`src/rtl/cbm_pkg.sv`:
```
package cbm_pkg;

   // Item kinds
   localparam logic [1:0] ACT_WRITE = 2'd0;
   localparam logic [1:0] ACT_TICK  = 2'd1;
   localparam logic [1:0] ACT_INIT  = 2'd2;

   // Register decode on address bits 15..11
   localparam logic [15:0] ADDR_MASK  = 16'hF800;
   localparam logic [15:0] ADDR_CHR0  = 16'h8800;
   localparam logic [15:0] ADDR_CHR1  = 16'h9800;
   localparam logic [15:0] ADDR_CHR2  = 16'hA800;
   localparam logic [15:0] ADDR_CHR3  = 16'hB800;
   localparam logic [15:0] ADDR_IRQLD = 16'hC800;
   localparam logic [15:0] ADDR_IRQEN = 16'hD800;
   localparam logic [15:0] ADDR_MIRR  = 16'hE800;
   localparam logic [15:0] ADDR_PRG   = 16'hF800;

   localparam int          IRQ_EN_BIT = 4;
   localparam logic [7:0]  IRQ_FIRE   = 8'hF6;
   localparam logic [1:0]  MIRR_MASK  = 2'h3;

   // CSR indexes
   localparam logic CSR_CHR_UNITS = 1'b0;
   localparam logic CSR_PRG_UNITS = 1'b1;

   localparam int PAGE_W  = 11;
   localparam int DVD_W   = 8;
   localparam int STEP_W  = 3;

   // Start command into the modulo unit
   typedef struct packed {
      logic              start;
      logic [DVD_W-1:0]  dividend;
      logic [PAGE_W-1:0] divisor;
   } mod_cmd_type;

   // Status back from the modulo unit
   typedef struct packed {
      logic              done;
      logic [PAGE_W-1:0] remainder;
   } mod_sts_type;

endpackage

```
`src/rtl/cbm_req_if.sv`:
```
interface cbm_req_if;
   logic        valid;
   logic        ready;
   logic [1:0]  action;
   logic [15:0] address;
   logic [7:0]  data;
   logic [8:0]  scanline;
   logic        rendering_enabled;

   modport source (output valid, action, address, data, scanline, rendering_enabled,
                   input ready);
   modport sink   (input valid, action, address, data, scanline, rendering_enabled,
                   output ready);
endinterface

```
`src/rtl/cbm_rsp_if.sv`:
```
interface cbm_rsp_if;
   logic        valid;
   logic        ready;
   logic [10:0] chr_page_0;
   logic [10:0] chr_page_1;
   logic [10:0] chr_page_2;
   logic [10:0] chr_page_3;
   logic [7:0]  prg_page;
   logic [1:0]  mirroring;
   logic        irq_request;

   modport source (output valid, chr_page_0, chr_page_1, chr_page_2, chr_page_3,
                   prg_page, mirroring, irq_request, input ready);
   modport sink   (input valid, chr_page_0, chr_page_1, chr_page_2, chr_page_3,
                   prg_page, mirroring, irq_request, output ready);
endinterface

```
`src/rtl/cbm_mod_unit.sv`:
```
// Restoring remainder unit: one dividend bit per cycle.
// A zero divisor passes the dividend through.
module cbm_mod_unit
   import cbm_pkg::*;
(
   input  logic        clock,
   input  logic        reset,
   input  mod_cmd_type cmd,
   output mod_sts_type sts
);

   logic [DVD_W-1:0]  dvd_ff, dvd_in;
   logic [DVD_W-1:0]  shf_ff, shf_in;
   logic [PAGE_W-1:0] div_ff, div_in;
   logic [PAGE_W-1:0] rem_ff, rem_in;
   logic [STEP_W-1:0] step_ff, step_in;
   logic              busy_ff, busy_in;
   logic              done_ff, done_in;
   logic [PAGE_W:0]   trial;

   // Command load, or one shift-compare-subtract step
   always_comb begin
      dvd_in  = dvd_ff;
      shf_in  = shf_ff;
      div_in  = div_ff;
      rem_in  = rem_ff;
      step_in = step_ff;
      busy_in = busy_ff;
      done_in = done_ff;
      trial   = {rem_ff, shf_ff[DVD_W-1]};
      if (cmd.start) begin
         dvd_in  = cmd.dividend;
         shf_in  = cmd.dividend;
         div_in  = cmd.divisor;
         rem_in  = '0;
         step_in = '0;
         busy_in = 1'b1;
         done_in = 1'b0;
      end else if (busy_ff) begin
         if (trial >= {1'b0, div_ff}) begin
            trial = trial - {1'b0, div_ff};
         end
         rem_in  = trial[PAGE_W-1:0];
         shf_in  = {shf_ff[DVD_W-2:0], 1'b0};
         step_in = step_ff + STEP_W'(1);
         if (step_ff == '1) begin
            busy_in = 1'b0;
            done_in = 1'b1;
         end
      end
   end

   always_ff @(posedge clock) begin
      if (reset) begin
         busy_ff <= 1'b0;
         done_ff <= 1'b0;
         step_ff <= '0;
      end else begin
         busy_ff <= busy_in;
         done_ff <= done_in;
         step_ff <= step_in;
      end
      dvd_ff <= dvd_in;
      shf_ff <= shf_in;
      div_ff <= div_in;
      rem_ff <= rem_in;
   end

   assign sts.done      = done_ff;
   assign sts.remainder = (div_ff == '0) ? PAGE_W'(dvd_ff) : rem_ff;

endmodule

```
`src/rtl/cartridge_bank_mapper_scanline_irq.sv`:
```
// Cartridge bank mapper with a scanline interrupt counter. Each request is a
// bus write, a scanline tick or an init, and gives one response with the bank
// state after it. Writes to a character or program bank register reduce the
// doubled byte modulo the page count in a shared restoring remainder unit:
// such a request responds once the unit is done and the response slot is
// free. All other requests answer on the cycle after accept. One request is
// in work at a time; a new one is taken once the previous response has been
// taken or is leaving. Config registers (index 0 character ROM size, index 1
// program ROM size) are to be written by the user only while idle, which the
// block does not enforce; an init picks up the current character size.
module cartridge_bank_mapper_scanline_irq
   import cbm_pkg::*;
#(
   parameter int LAST_VISIBLE_LINE = 239
) (
   input  logic       clock,
   input  logic       reset,
   cbm_req_if.sink    req_if,
   cbm_rsp_if.source  rsp_if,
   input  logic       csr_we,
   input  logic       csr_index,
   input  logic [7:0] csr_wdata
);

   typedef enum logic [1:0] {
      ST_IDLE = 2'b01,
      ST_BUSY = 2'b10
   } state_type;

   state_type         state_ff, state_in;
   logic [7:0]        chr_units_ff, prg_units_ff;
   logic [PAGE_W-1:0] chr_ff [4];
   logic [PAGE_W-1:0] chr_in [4];
   logic [7:0]        prg_ff, prg_in;
   logic [1:0]        mirr_ff, mirr_in;
   logic              irq_on_ff, irq_on_in;
   logic [7:0]        irq_cnt_ff, irq_cnt_in;
   logic [7:0]        irq_rld_ff, irq_rld_in;
   logic              irq_ff, irq_in;
   logic              rsp_valid_ff, rsp_valid_in;
   logic              tgt_prg_ff, tgt_prg_in;
   logic [1:0]        tgt_win_ff, tgt_win_in;
   mod_cmd_type       mod_cmd;
   mod_sts_type       mod_sts;
   logic              accept;
   logic              out_free;
   logic [15:0]       sel;
   logic [PAGE_W-1:0] last_page;
   logic [7:0]        cnt_dec;
   logic              tick_live;

   cbm_mod_unit u_mod (
      .clock (clock),
      .reset (reset),
      .cmd   (mod_cmd),
      .sts   (mod_sts)
   );

   assign out_free     = !rsp_valid_ff || rsp_if.ready;
   assign req_if.ready = (state_ff == ST_IDLE) && out_free;
   assign accept       = req_if.valid && req_if.ready;
   assign sel          = req_if.address & ADDR_MASK;
   assign last_page    = {chr_units_ff, 3'b000};
   assign cnt_dec      = irq_cnt_ff - 8'd1;
   assign tick_live    = irq_on_ff && req_if.rendering_enabled &&
                         ({23'd0, req_if.scanline} <= 32'(LAST_VISIBLE_LINE));

   // Sequencer and bank state update
   always_comb begin
      state_in     = state_ff;
      chr_in       = chr_ff;
      prg_in       = prg_ff;
      mirr_in      = mirr_ff;
      irq_on_in    = irq_on_ff;
      irq_cnt_in   = irq_cnt_ff;
      irq_rld_in   = irq_rld_ff;
      irq_in       = irq_ff;
      tgt_prg_in   = tgt_prg_ff;
      tgt_win_in   = tgt_win_ff;
      rsp_valid_in = rsp_valid_ff && !rsp_if.ready;
      mod_cmd      = '{start: 1'b0,
                       dividend: {req_if.data[6:0], 1'b0},
                       divisor: (sel == ADDR_PRG) ?
                                {2'b00, prg_units_ff, 1'b0} : last_page};
      unique case (state_ff)
         ST_IDLE: begin
            if (accept) begin
               rsp_valid_in = 1'b1;
               irq_in       = 1'b0;
               priority case (req_if.action)
                  ACT_WRITE: begin
                     priority case (sel)
                        ADDR_CHR0, ADDR_CHR1, ADDR_CHR2, ADDR_CHR3, ADDR_PRG: begin
                           // bank write: run the remainder unit first
                           mod_cmd.start = 1'b1;
                           tgt_prg_in    = (sel == ADDR_PRG);
                           tgt_win_in    = req_if.address[13:12];
                           rsp_valid_in  = 1'b0;
                           state_in      = ST_BUSY;
                        end
                        ADDR_IRQLD: begin
                           irq_cnt_in = irq_rld_ff;
                           irq_rld_in = req_if.data;
                        end
                        ADDR_IRQEN: irq_on_in = req_if.data[IRQ_EN_BIT];
                        ADDR_MIRR:  mirr_in   = (req_if.data[1:0] & MIRR_MASK) ^ 2'b01;
                        default: ;
                     endcase
                  end
                  ACT_TICK: begin
                     if (tick_live) begin
                        if (cnt_dec == IRQ_FIRE) begin
                           irq_cnt_in = irq_rld_ff;
                           irq_in     = 1'b1;
                        end else begin
                           irq_cnt_in = cnt_dec;
                        end
                     end
                  end
                  ACT_INIT: begin
                     chr_in[0]  = PAGE_W'(0);
                     chr_in[1]  = PAGE_W'(2);
                     chr_in[2]  = last_page - PAGE_W'(4);
                     chr_in[3]  = last_page - PAGE_W'(2);
                     prg_in     = '0;
                     irq_on_in  = 1'b0;
                     irq_cnt_in = '0;
                     irq_rld_in = '0;
                  end
                  default: ;
               endcase
            end
         end
         ST_BUSY: begin
            // commit the reduced page once the response slot is free
            if (mod_sts.done && out_free) begin
               if (tgt_prg_ff) begin
                  prg_in = mod_sts.remainder[7:0];
               end else begin
                  chr_in[tgt_win_ff] = mod_sts.remainder;
               end
               irq_in       = 1'b0;
               rsp_valid_in = 1'b1;
               state_in     = ST_IDLE;
            end
         end
         default: state_in = ST_IDLE;
      endcase
   end

   always_ff @(posedge clock) begin
      if (reset) begin
         state_ff     <= ST_IDLE;
         rsp_valid_ff <= 1'b0;
         chr_units_ff <= 8'd1;
         prg_units_ff <= 8'd2;
         chr_ff[0]    <= PAGE_W'(0);
         chr_ff[1]    <= PAGE_W'(2);
         chr_ff[2]    <= PAGE_W'(4);
         chr_ff[3]    <= PAGE_W'(6);
         prg_ff       <= '0;
         mirr_ff      <= '0;
         irq_on_ff    <= 1'b0;
         irq_cnt_ff   <= '0;
         irq_rld_ff   <= '0;
         irq_ff       <= 1'b0;
      end else begin
         state_ff     <= state_in;
         rsp_valid_ff <= rsp_valid_in;
         chr_ff       <= chr_in;
         prg_ff       <= prg_in;
         mirr_ff      <= mirr_in;
         irq_on_ff    <= irq_on_in;
         irq_cnt_ff   <= irq_cnt_in;
         irq_rld_ff   <= irq_rld_in;
         irq_ff       <= irq_in;
         // config writes
         if (csr_we) begin
            if (csr_index == CSR_CHR_UNITS) begin
               chr_units_ff <= csr_wdata;
            end else begin
               prg_units_ff <= csr_wdata;
            end
         end
      end
      tgt_prg_ff <= tgt_prg_in;
      tgt_win_ff <= tgt_win_in;
   end

   // Response is the committed bank state
   assign rsp_if.valid       = rsp_valid_ff;
   assign rsp_if.chr_page_0  = chr_ff[0];
   assign rsp_if.chr_page_1  = chr_ff[1];
   assign rsp_if.chr_page_2  = chr_ff[2];
   assign rsp_if.chr_page_3  = chr_ff[3];
   assign rsp_if.prg_page    = prg_ff;
   assign rsp_if.mirroring   = mirr_ff;
   assign rsp_if.irq_request = irq_ff;

endmodule
```
`src/flat_wrapper.sv`:
```
// flat-port wrapper written by rule: the top's interface ports become plain ports
module cartridge_bank_mapper_scanline_irq_flat import cbm_pkg::*;
#(
   parameter int LAST_VISIBLE_LINE = 239
)
  (clock, reset, csr_we, csr_index, csr_wdata, req_if_valid, req_if_action, req_if_address, req_if_data, req_if_scanline, req_if_rendering_enabled, req_if_ready, rsp_if_valid, rsp_if_chr_page_0, rsp_if_chr_page_1, rsp_if_chr_page_2, rsp_if_chr_page_3, rsp_if_prg_page, rsp_if_mirroring, rsp_if_irq_request, rsp_if_ready);
  cbm_req_if req_if_i ();
  cbm_rsp_if rsp_if_i ();
  input  logic clock;
  input  logic reset;
  input  logic csr_we;
  input  logic csr_index;
  input  logic [7:0] csr_wdata;
  input wire logic [$bits(req_if_i.valid)-1:0] req_if_valid;
  input wire logic [$bits(req_if_i.action)-1:0] req_if_action;
  input wire logic [$bits(req_if_i.address)-1:0] req_if_address;
  input wire logic [$bits(req_if_i.data)-1:0] req_if_data;
  input wire logic [$bits(req_if_i.scanline)-1:0] req_if_scanline;
  input wire logic [$bits(req_if_i.rendering_enabled)-1:0] req_if_rendering_enabled;
  output wire logic [$bits(req_if_i.ready)-1:0] req_if_ready;
  output wire logic [$bits(rsp_if_i.valid)-1:0] rsp_if_valid;
  output wire logic [$bits(rsp_if_i.chr_page_0)-1:0] rsp_if_chr_page_0;
  output wire logic [$bits(rsp_if_i.chr_page_1)-1:0] rsp_if_chr_page_1;
  output wire logic [$bits(rsp_if_i.chr_page_2)-1:0] rsp_if_chr_page_2;
  output wire logic [$bits(rsp_if_i.chr_page_3)-1:0] rsp_if_chr_page_3;
  output wire logic [$bits(rsp_if_i.prg_page)-1:0] rsp_if_prg_page;
  output wire logic [$bits(rsp_if_i.mirroring)-1:0] rsp_if_mirroring;
  output wire logic [$bits(rsp_if_i.irq_request)-1:0] rsp_if_irq_request;
  input wire logic [$bits(rsp_if_i.ready)-1:0] rsp_if_ready;
  assign req_if_i.valid = req_if_valid;
  assign req_if_i.action = req_if_action;
  assign req_if_i.address = req_if_address;
  assign req_if_i.data = req_if_data;
  assign req_if_i.scanline = req_if_scanline;
  assign req_if_i.rendering_enabled = req_if_rendering_enabled;
  assign req_if_ready = req_if_i.ready;
  assign rsp_if_valid = rsp_if_i.valid;
  assign rsp_if_chr_page_0 = rsp_if_i.chr_page_0;
  assign rsp_if_chr_page_1 = rsp_if_i.chr_page_1;
  assign rsp_if_chr_page_2 = rsp_if_i.chr_page_2;
  assign rsp_if_chr_page_3 = rsp_if_i.chr_page_3;
  assign rsp_if_prg_page = rsp_if_i.prg_page;
  assign rsp_if_mirroring = rsp_if_i.mirroring;
  assign rsp_if_irq_request = rsp_if_i.irq_request;
  assign rsp_if_i.ready = rsp_if_ready;
  cartridge_bank_mapper_scanline_irq #(.LAST_VISIBLE_LINE(LAST_VISIBLE_LINE)) u_core (.clock(clock), .reset(reset), .req_if(req_if_i), .rsp_if(rsp_if_i), .csr_we(csr_we), .csr_index(csr_index), .csr_wdata(csr_wdata));
endmodule
```
`config.mk`:
```
export PLATFORM = sky130hd
export DESIGN_NAME = cartridge_bank_mapper_scanline_irq_flat
export DESIGN_NICKNAME = d
export VERILOG_FILES = /design/src/rtl/cbm_pkg.sv /design/src/rtl/cbm_req_if.sv /design/src/rtl/cbm_rsp_if.sv /design/src/rtl/cbm_mod_unit.sv /design/src/rtl/cartridge_bank_mapper_scanline_irq.sv /design/src/flat_wrapper.sv
export SDC_FILE = /design/constraint.sdc
export NUM_CORES = 1
export LEC_CHECK = 0
export BUFFER_PORTS_ARGS = -buffer_cell sky130_fd_sc_hd__clkbuf_2
export CAP_MARGIN = 0
export CORE_MARGIN = 2
export CORE_UTILIZATION = 56
export CTS_CLUSTER_DIAMETER = 50
export DETAILED_ROUTE_END_ITERATION = 10
export PLACE_DENSITY = 0.83
export SYNTH_ARGS = -nofsm -noshare
export SYNTH_HDL_FRONTEND = slang
export SYNTH_SLANG_ARGS = --single-unit
```
`constraint.sdc`:
```
create_clock -name clock -period 3.47 [get_ports clock]
set_clock_uncertainty 0.1 [all_clocks]
set_input_delay 1.041 -clock clock [delete_from_list [all_inputs] [get_ports clock]]
set_output_delay 1.041 -clock clock [all_outputs]
set_load 0.02 [all_outputs]
```
==> results of run 1 <==
==> layer usage <==
layer / wire length, µm / share of wire, % / vias to the layer above / track usage [%]
met3: 1250 / 7.2 / 49 / 7.436
met2: 8629 / 49 / 257 / 47.60
met4: 566 / 3.2 / 0 / 13.50
met1: 6988 / 40 / 2786 / 33.30
li1: - / - / 2747 / -
met5: 0 / 0 / - / 0
==> where the power goes <==
group / switching (mW) / internal, mW
logic: 0.536 / 0.371
clock network: 0.651 / 0.970
registers: 0.139 / 1.68
==> synthesized netlist by cell type (7+ instances only) <==
cell type                  count  area (µm²)
sky130_fd_sc_hd__a211oi_1      8       60.06
sky130_fd_sc_hd__a21oi_1      65       325.3
sky130_fd_sc_hd__a22o_1       15       131.4
sky130_fd_sc_hd__a31oi_1       8       50.05
sky130_fd_sc_hd__a32oi_1       7       61.31
sky130_fd_sc_hd__and2_1       11       68.82
sky130_fd_sc_hd__buf_2         8       40.04
sky130_fd_sc_hd__clkbuf_1     27       101.4
sky130_fd_sc_hd__dfxtp_1     107        2142
sky130_fd_sc_hd__edfxtp_1     27       810.8
sky130_fd_sc_hd__ha_1         21       262.8
sky130_fd_sc_hd__inv_1        30       112.6
sky130_fd_sc_hd__mux2i_1      23       230.2
sky130_fd_sc_hd__nand2_1      81       304.0
sky130_fd_sc_hd__nand2b_1      8       50.05
sky130_fd_sc_hd__nand3_1      26       130.1
sky130_fd_sc_hd__nor2_1       64       240.2
sky130_fd_sc_hd__nor2b_1      17       106.4
sky130_fd_sc_hd__nor3_1       21       105.1
sky130_fd_sc_hd__nor3b_1       8       60.06
sky130_fd_sc_hd__o21ai_0      28       140.1
sky130_fd_sc_hd__xnor2_1      10       87.58
==> final cells by class <==
cell class                      instances  area (µm²)
Timing Repair Buffer                  101       530.5
Fill cell                             868        3815
Inverter                               30       112.6
Clock buffer                           21       440.4
Tap cell                              143       178.9
Sequential cell                       134        2953
Multi-Input combinational cell        514        3206
Clock inverter                         11       85.08
==> cell families (layout without fill, tap and decap cells) <==
kind of cell | Yosys count | in the layout
and+or+nand+nor | 274 | 274
DFF | 134 | 134
buffers and inverters | 70 | 163
muxes | 24 | 24
adders and majority gates | 22 | 22
xor gates and xnor gates | 16 | 16
AOI/OAI and AO/OA | 178 | 178
==> sequential cells by signal (all words and copies together) (netlist names) <==
register	count
u_core.u_mod.shf_ff	7
u_core.u_mod.div_ff	10
u_core.irq_cnt_ff	8
u_core.rsp_if.chr_page_3	11
u_core.irq_on_ff	1
u_core.chr_units_ff	8
u_core.state_ff	2
u_core.tgt_win_ff	2
u_core.rsp_if.mirroring	2
u_core.u_mod.busy_ff	1
u_core.prg_units_ff	8
u_core.tgt_prg_ff	1
u_core.u_mod.done_ff	1
u_core.rsp_if.prg_page	8
u_core.u_mod.rem_ff	11
u_core.rsp_if.chr_page_2	11
u_core.rsp_if.irq_request	1
u_core.rsp_if.valid	1
u_core.rsp_if.chr_page_0	11
u_core.u_mod.dvd_ff	7
u_core.irq_rld_ff	8
u_core.rsp_if.chr_page_1	11
u_core.u_mod.step_ff	3
==> stage by stage <==
step                      utilization [%]  setup slack (ns)
final                               66.30            0.6055
after CTS                           66.30            0.6108
after global placement              61.66            0.4677
after floorplan                         -            0.4810
after global routing                66.30            0.4710
after detailed placement            61.66            0.3804
==> critical path, cell delays in order <==
cell and delay, ns:
sky130_fd_sc_hd__clkbuf_2 0.09, sky130_fd_sc_hd__nand2b_2 0.22, sky130_fd_sc_hd__and2_1 0.21, sky130_fd_sc_hd__clkbuf_2 0.16
==> how the worst min path moves through the flow <==
stage	endpoint	slack, ns	cells after the start
3_3_place_gp	u_core.prg_units_ff[0]	0.34	2
5_1_grt	u_core.prg_units_ff[0]	0.38	2
4_1_cts	u_core.prg_units_ff[0]	0.36	2
3_5_place_dp	u_core.prg_units_ff[0]	0.35	2
2_1_floorplan	u_core.prg_units_ff[0]	0.33	2
6_report	u_core.prg_units_ff[6]	0.37	2
==> impl_metrics.ini, run 1 <==
[status]
outcome = completed

[timing]
max_freq_mhz = 349.1
rsz0062_at_grt = false
final_hold_viol_count = 0
slew_headroom_pct = 30.77
drv_slew = 0
setup_viol_count_final = 0
period_share_pct = 82.55
max_slew.worst_pin.slew_ns = 1.031
period_minus_slack_ns = 2.865
tns_ns = 0
finalHoldWorstSlack_ns = 0.3651

[placement]
detailedPlacementHpwl_mm = 12.25
place.gp.congestion = 0.8801
place_inst = 922
post_dp_cell_area_mm2 = 0.006980
port_buffers = 91

[clocking]
root_buffer = sky130_fd_sc_hd__clkbuf_16
post_cts_buffers = 0
worst_skew_pair.late_latency_ns = 0.42
cts-resized-gates = 0
cts-hold-fix-buffers = 0
cts_tree = done
clock_tree_buf_depth = 2
cts.clk_slew.worst_paths_ns = 0.05
number_of_buffers_inserted_during_clock_tree_synthesis = 17
htree_num_levels = 4
clock-sinks = 134

[cells_and_area]
antennaDiodeCount = 0
final_layout_size_suffix_gt1_share_pct = 17.14
commonest_cells_after_routing_fill_and_taps_aside = sky130_fd_sc_hd__dfxtp_1, sky130_fd_sc_hd__clkbuf_2, sky130_fd_sc_hd__nand2_1
area.growth.synth_to_final_pct = 16.58
final_net_count = 870
most_frequent_standard_cell_in_the_layout_excluding_fill_and_tap_cells = sky130_fd_sc_hd__dfxtp_1
finalNonFillerCells = 954
stdcell_area_mm2 = 0.007506

[drt]
detail_route.first_pass.iterations = 5
route.vias.total = 5839
ant_nets = 0
post_drt_via_cell_ratio = 6.121
drc = 0
wl_per_cell_um = 18.28
initialDrtViolationCount = 527
postRouteWirelength_mm = 17.44

[yosys]
total_nets_after_synthesis = 790
fraction_of_the_mapped_netlist_area_in_adder_cells_pct = 4.392
syn_area_per_cell_um2 = 8.968
syn_area_mm2 = 0.006439
synth-compound-area-share_pct = 18.34
synth_enable_flop_cells = 27
dominantRegCellSynth = sky130_fd_sc_hd__dfxtp_1
yosys.area_share.xor_xnor_pct = 2.176
asyncSetResetFlopFracSynth_pct = 0
post_synth_and_or_nand_nor_area_fraction_pct = 21.06
combinational_family_with_the_most_area_after_synthesis = simple AND/OR/NAND/NOR gates
ys.warnings.count = 0
syn-instance-count = 718
post_synth_num_cell_types = 61
synth.yosys.seq_area_share_pct = 45.86
synth.area.mux_share_pct = 3.809
postSynthRegisterBits = 134

[die]
core_area_mm2 = 0.01132
core.rowCount = 39
floorplan.initialDensity_pct = 56.87
dieWidth_um = 111.2
pin_count = 107
die_h_um = 111.2
floorplan.die_area_mm2 = 0.01237

[power_and_ir_drop]
power_density_cells_mw_per_mm2 = 579.6
total_power_mw = 4.350
vdd.ir_drop.worst_v = 0.0004853
cellLeakagePower_nw = 3.181

[global_routing]
grt_pass1_vias = 5688
overall_fraction_of_global_route_tracks_in_use_pct = 28.16
grt_pass1_wl_mm = 27.71
grt-ovfl-total = 0
grt_start_max_net_pins = 65
antenna_violations_before_repair = 0

[critical_path]
critPathCapture = req_if_ready
cp-end-kind = primary output
cp_data_required_time_ns = 2.33
criticalPathCategory = input pin to primary output
worstSetupStartpointType = input pin
data_arrival_time_at_the_worst_slack_endpoint_ns = 1.72
critical_path_peak_fanout = 5
r2r-end = u_core.u_mod.rem_ff[1]
rr_startpoint = u_core.u_mod.div_ff[5]
timing.reg2reg.setup_slack_ns = 0.67
crit_path_start = rsp_if_ready
r2r.worst_path.cells = 8

[worst_hold_path]
worstHoldPathType = register to register
hp-start = u_core.prg_units_ff[6]

[job]
maxCapViolations = 0
No activity file was read; power rests on OpenSTA's default activity.
==> run 2: changes to the inputs <==
Clock period 3.47 ns to 2.8 ns, I/O delays scaled along.
==> impl_metrics.ini, run 2 (synthesis results as in run 1) <==
[critical_path]
data_arrival_time_at_the_worst_slack_endpoint_ns = 1.64
worst_path_max_delay_cell = sky130_fd_sc_hd__ha_1
criticalPathCategory = register to primary output
rr_startpoint = u_core.u_mod.rem_ff[4]
r2r-end = u_core.u_mod.rem_ff[3]
critical_path.cell_chain = inv_1 -> ha_1 -> and2_1 -> clkbuf_2
timing.critical_path.slowest_cell_delay_ns = 0.36
cp_data_required_time_ns = 1.86
r2r.worst_path.cells = 8
cp-end-kind = primary output
timing.reg2reg.setup_slack_ns = 0.29
worstSetupStartpointType = register
critical_path_peak_fanout = 9

[placement]
post-place-ws_ns = 0.09431
port_buffers = 91
place.gp.congestion = 0.9150
place_inst = 938
post_dp_cell_area_mm2 = 0.007126
detailedPlacementHpwl_mm = 12.41

[timing]
max_freq_mhz = 388.2
max_slew.worst_pin.slew_ns = 0.6522
finalHoldWorstSlack_ns = 0.3557
period_minus_slack_ns = 2.576
tns_ns = 0
rsz0062_at_grt = false
setup_viol_count_final = 0
period_share_pct = 92.00
drv_slew = 0
final_setup_slack_of_the_worst_path_ns = 0.2240
final_hold_viol_count = 0
slew_headroom_pct = 56.52

[drt]
ant_nets = 0
post_drt_via_cell_ratio = 6.075
detail_route.first_pass.iterations = 5
drc = 0
initialDrtViolationCount = 475
wl_per_cell_um = 17.77
postRouteWirelength_mm = 17.23
route.vias.total = 5893

[die]
die_h_um = 111.2
pin_count = 107
core.rowCount = 39
floorplan.initialDensity_pct = 56.87
core_area_mm2 = 0.01132
dieWidth_um = 111.2
floorplan.die_area_mm2 = 0.01237

[job]
maxCapViolations = 0

[cells_and_area]
antennaDiodeCount = 0
commonest_cells_after_routing_fill_and_taps_aside = sky130_fd_sc_hd__dfxtp_1, sky130_fd_sc_hd__clkbuf_2, sky130_fd_sc_hd__nand2_1
stdcell_area_mm2 = 0.007716
most_frequent_standard_cell_in_the_layout_excluding_fill_and_tap_cells = sky130_fd_sc_hd__dfxtp_1
area.growth.synth_to_final_pct = 19.84
final_layout_size_suffix_gt1_share_pct = 19.35
final_net_count = 886
finalNonFillerCells = 970

[clocking]
post_cts_buffers = 0
clock_tree_buf_depth = 2
worst_skew_pair.late_latency_ns = 0.42
clock-sinks = 134
cts-resized-gates = 0
cts-hold-fix-buffers = 0
htree_num_levels = 4
cts.clk_slew.worst_paths_ns = 0.06
cts_tree = done
root_buffer = sky130_fd_sc_hd__clkbuf_16
number_of_buffers_inserted_during_clock_tree_synthesis = 17

[global_routing]
grt_pass1_vias = 5692
grt_start_max_net_pins = 54
grt_pass1_wl_mm = 27.74
overall_fraction_of_global_route_tracks_in_use_pct = 27.99
antenna_violations_before_repair = 0
grt-ovfl-total = 0

[worst_hold_path]
worstHoldPathType = register to register
hold-path-endpoint = u_core.prg_units_ff[2]
hp-start = u_core.prg_units_ff[2]
min_delay_path_depth = 2

[power_and_ir_drop]
vdd.ir_drop.worst_v = 0.0004261
power_density_cells_mw_per_mm2 = 732.0
cellLeakagePower_nw = 3.316

[status]
outcome = completed
==> run 2: cell types whose count changed in the layout (fill, tap and decap cells not counted), sizes merged <==
cell | before | now
buf | 10 | 26
bufinv | 1 | 2
clkbuf | 112 | 111
clkinv | 7 | 6
clkinvlp | 3 | 1
inv | 30 | 33
==> run 2: area by class of cell <==
class                           count  area (µm²)
Fill cell                         864        3605
Multi-Input combinational cell    514        3206
Sequential cell                   134        2953
Timing Repair Buffer              117       675.6
Clock buffer                       20       467.9
Tap cell                          143       178.9
Clock inverter                     12       122.6
Inverter                           30       112.6
==> run 2: how the worst max path moves through the flow <==
stage	from	end	slack, ns	depth (start not counted)
after detailed placement	req_if_action[0]	u_core.rsp_if.chr_page_0[7]	0.09	9
after global routing	u_core.u_mod.div_ff[8]	u_core.u_mod.rem_ff[3]	0.1	9
after floorplan	req_if_action[0]	u_core.u_mod.div_ff[10]	0.01	7
after global placement	req_if_action[0]	u_core.rsp_if.chr_page_0[7]	0.14	9
after CTS	u_core.state_ff[1]	req_if_ready	0.25	4
final	u_core.state_ff[1]	req_if_ready	0.22	4
==> run 2: critical path: cells and delay by family, from the launching register on <==
family                   cells  cell delay, ns
flip-flops                   1            0.33
adder cells (fa/ha/maj)      1            0.36
buffers and inverters        2            0.26
AND/OR/NAND/NOR              1            0.26
==> run 2: metal layers <==
layer | GRT usage (%) | part of all wire (%) | vias to the layer above
li1 | - | - | 2781
met1 | 34.06 | 40 | 2796
met2 | 47.15 | 50 | 274
met3 | 6.944 | 7.5 | 42
met4 | 12.18 | 2.7 | 0
met5 | 0 | 0 | -
==> run 2: power breakdown <==
part	total (mW)	switching [mW]	internal (mW)
Clock	2.22	0.838	1.38
Combinational	1.17	0.684	0.490
Sequential	2.26	0.170	2.08
==> run 2: stage by stage <==
step,power [mW],utilization [%]
after floorplan,3.069,-
after global placement,3.347,62.94
after detailed placement,3.415,62.94
after CTS,5.633,68.16
after global routing,5.881,68.16
final,5.648,68.16
==> run 3: changes to the inputs <==
Settings changed: ABC_CLOCK_PERIOD_IN_PS set to 2310, CORE_UTILIZATION 56 to 51, PLACE_DENSITY 0.83 to 0.77.
Clock period 2.8 ns to 2.31 ns, I/O delays scaled along.
==> impl_metrics.ini, run 3 (synthesis results as in run 1) <==
[clocking]
cts_tree = done
worst_skew_pair.late_latency_ns = 0.43
cts.clk_slew.worst_paths_ns = 0.06
root_buffer = sky130_fd_sc_hd__clkbuf_16
clock-sinks = 134
clock_tree_buf_depth = 2
number_of_buffers_inserted_during_clock_tree_synthesis = 17
htree_num_levels = 4

[critical_path]
critical_path.top_delay_family = buffers and inverters
critical_path.cell_chain = inv_2 -> ha_4 -> buf_6 -> and2_4 -> buf_4 -> buf_8
rr_startpoint = u_core.u_mod.div_ff[5]
critical_path_peak_fanout = 5
worst_path_max_delay_cell = sky130_fd_sc_hd__dfxtp_2
cp_data_required_time_ns = 1.52
timing.critical_path.slowest_cell_delay_ns = 0.34
worstSetupStartpointType = register
r2r.worst_path.cells = 9
cp_depth = 6
data_arrival_time_at_the_worst_slack_endpoint_ns = 1.48
r2r-end = u_core.u_mod.rem_ff[8]
worstPathBufferInverterCount = 4
criticalPathCategory = register to primary output
timing.reg2reg.setup_slack_ns = 0.09
cp-end-kind = primary output
crit_path_start = u_core.state_ff[1]

[placement]
post_dp_cell_area_mm2 = 0.007440
port_buffers = 91
place.gp.congestion = 0.9538
detailedPlacementHpwl_mm = 12.79
place_inst = 1004
post-place-ws_ns = -0.2963

[worst_hold_path]
hold-path-endpoint = u_core.prg_units_ff[5]
hp-start = u_core.prg_units_ff[5]
worstHoldPathType = register to register
min_delay_path_depth = 2

[timing]
period_share_pct = 98.43
finalHoldWorstSlack_ns = 0.3635
final_setup_slack_of_the_worst_path_ns = 0.03632
max_slew.worst_pin.slew_ns = 0.7766
period_minus_slack_ns = 2.274
setup_viol_count_final = 0
max_freq_mhz = 439.8
slew_headroom_pct = 48.23
drv_slew = 0
final_hold_viol_count = 0

[die]
floorplan.die_area_mm2 = 0.01354
dieWidth_um = 116.4
pin_count = 107
die_h_um = 116.4
floorplan.initialDensity_pct = 51.65
core_area_mm2 = 0.01247
core.rowCount = 41

[global_routing]
grt_start_max_net_pins = 33
grt_pass1_wl_mm = 27.64
overall_fraction_of_global_route_tracks_in_use_pct = 26.52
grt_pass1_vias = 5687
antenna_violations_before_repair = 0
grt-ovfl-total = 0

[drt]
drc = 0
detail_route.first_pass.iterations = 5
initialDrtViolationCount = 520
route.vias.total = 5963
postRouteWirelength_mm = 17.84
post_drt_via_cell_ratio = 5.739
ant_nets = 0
wl_per_cell_um = 17.17

[status]
outcome = completed

[cells_and_area]
finalNonFillerCells = 1039
most_frequent_standard_cell_in_the_layout_excluding_fill_and_tap_cells = sky130_fd_sc_hd__dfxtp_1
final_net_count = 926
commonest_cells_after_routing_fill_and_taps_aside = sky130_fd_sc_hd__dfxtp_1, sky130_fd_sc_hd__clkbuf_2, sky130_fd_sc_hd__nand2_1
final_layout_size_suffix_gt1_share_pct = 24.57
stdcell_area_mm2 = 0.008093
fillers = 997
area.growth.synth_to_final_pct = 25.69
antennaDiodeCount = 0

[job]
maxCapViolations = 0

[power_and_ir_drop]
power_density_cells_mw_per_mm2 = 842.1
vdd.ir_drop.worst_v = 0.0005565
cellLeakagePower_nw = 3.498
[run 3: power breakdown]
| group | total, mW | internal (mW) | switching, mW |
|---|---|---|---|
| clock | 2.47 | 1.48 | 0.993 |
| sequential | 2.70 | 2.53 | 0.175 |
| combinational | 1.64 | 0.734 | 0.905 |
| total | 6.82 | 4.74 | 2.07 |
[run 3: repair_timing]
item / in CTS / in global routing
pin swaps: 0 / 4
endpoints found under the setup margin: 4 / 23
gates resized for setup: 8 / 13
setup buffers: 0 / 3
hold buffers: 0 / 0
[run 3: metal layers]
layer / vias to the layer above / wire length, µm / track usage [%]
met4: 0 / 561 / 14.13
met5: - / 0 / 0
met2: 252 / 8510 / 43.45
met1: 2802 / 7788 / 33.37
li1: 2865 / - / -
met3: 44 / 984 / 4.878
[run 3: worst max path at each step]
stage                                  endpoint  slack (ns)
floorplan               u_core.u_mod.div_ff[10]        0.04
global placement    u_core.rsp_if.chr_page_0[0]       -0.17
detailed placement  u_core.rsp_if.chr_page_1[1]       -0.30
CTS                                req_if_ready       0.006
global route             u_core.u_mod.rem_ff[8]       -0.03
finish                             req_if_ready        0.04
[run 3: worst min-delay path, delay by kind of cell, from the launching register on]
| kind | cells | cell delay (ns) |
|---|---|---|
| AO/OA/AOI/OAI | 1 | 0.05 |
| AND/OR/NAND/NOR | 1 | 0.05 |
| flip-flops | 1 | 0.31 |
[run 3: area by class of cell]
type | count | area (µm²) | area share [%]
Timing Repair Buffer | 157 | 993.5 | 12.28
Tap cell | 172 | 215.2 | 2.659
Sequential cell | 134 | 2954 | 36.50
Multi-Input combinational cell | 514 | 3279 | 40.52
Clock inverter | 8 | 45.04 | 0.5566
Inverter | 30 | 112.6 | 1.391
Clock buffer | 24 | 493.0 | 6.092
[run 3: through the flow]
stage | TNS [ns] | utilization [%] | power (mW)
2_1_floorplan | 0 | - | 3.720
3_3_place_gp | -8.775 | 59.68 | 4.163
3_5_place_dp | -12.77 | 59.68 | 4.239
4_1_cts | 0 | 64.27 | 6.691
5_1_grt | -0.08571 | 64.92 | 7.086
6_report | 0 | 64.92 | 6.815
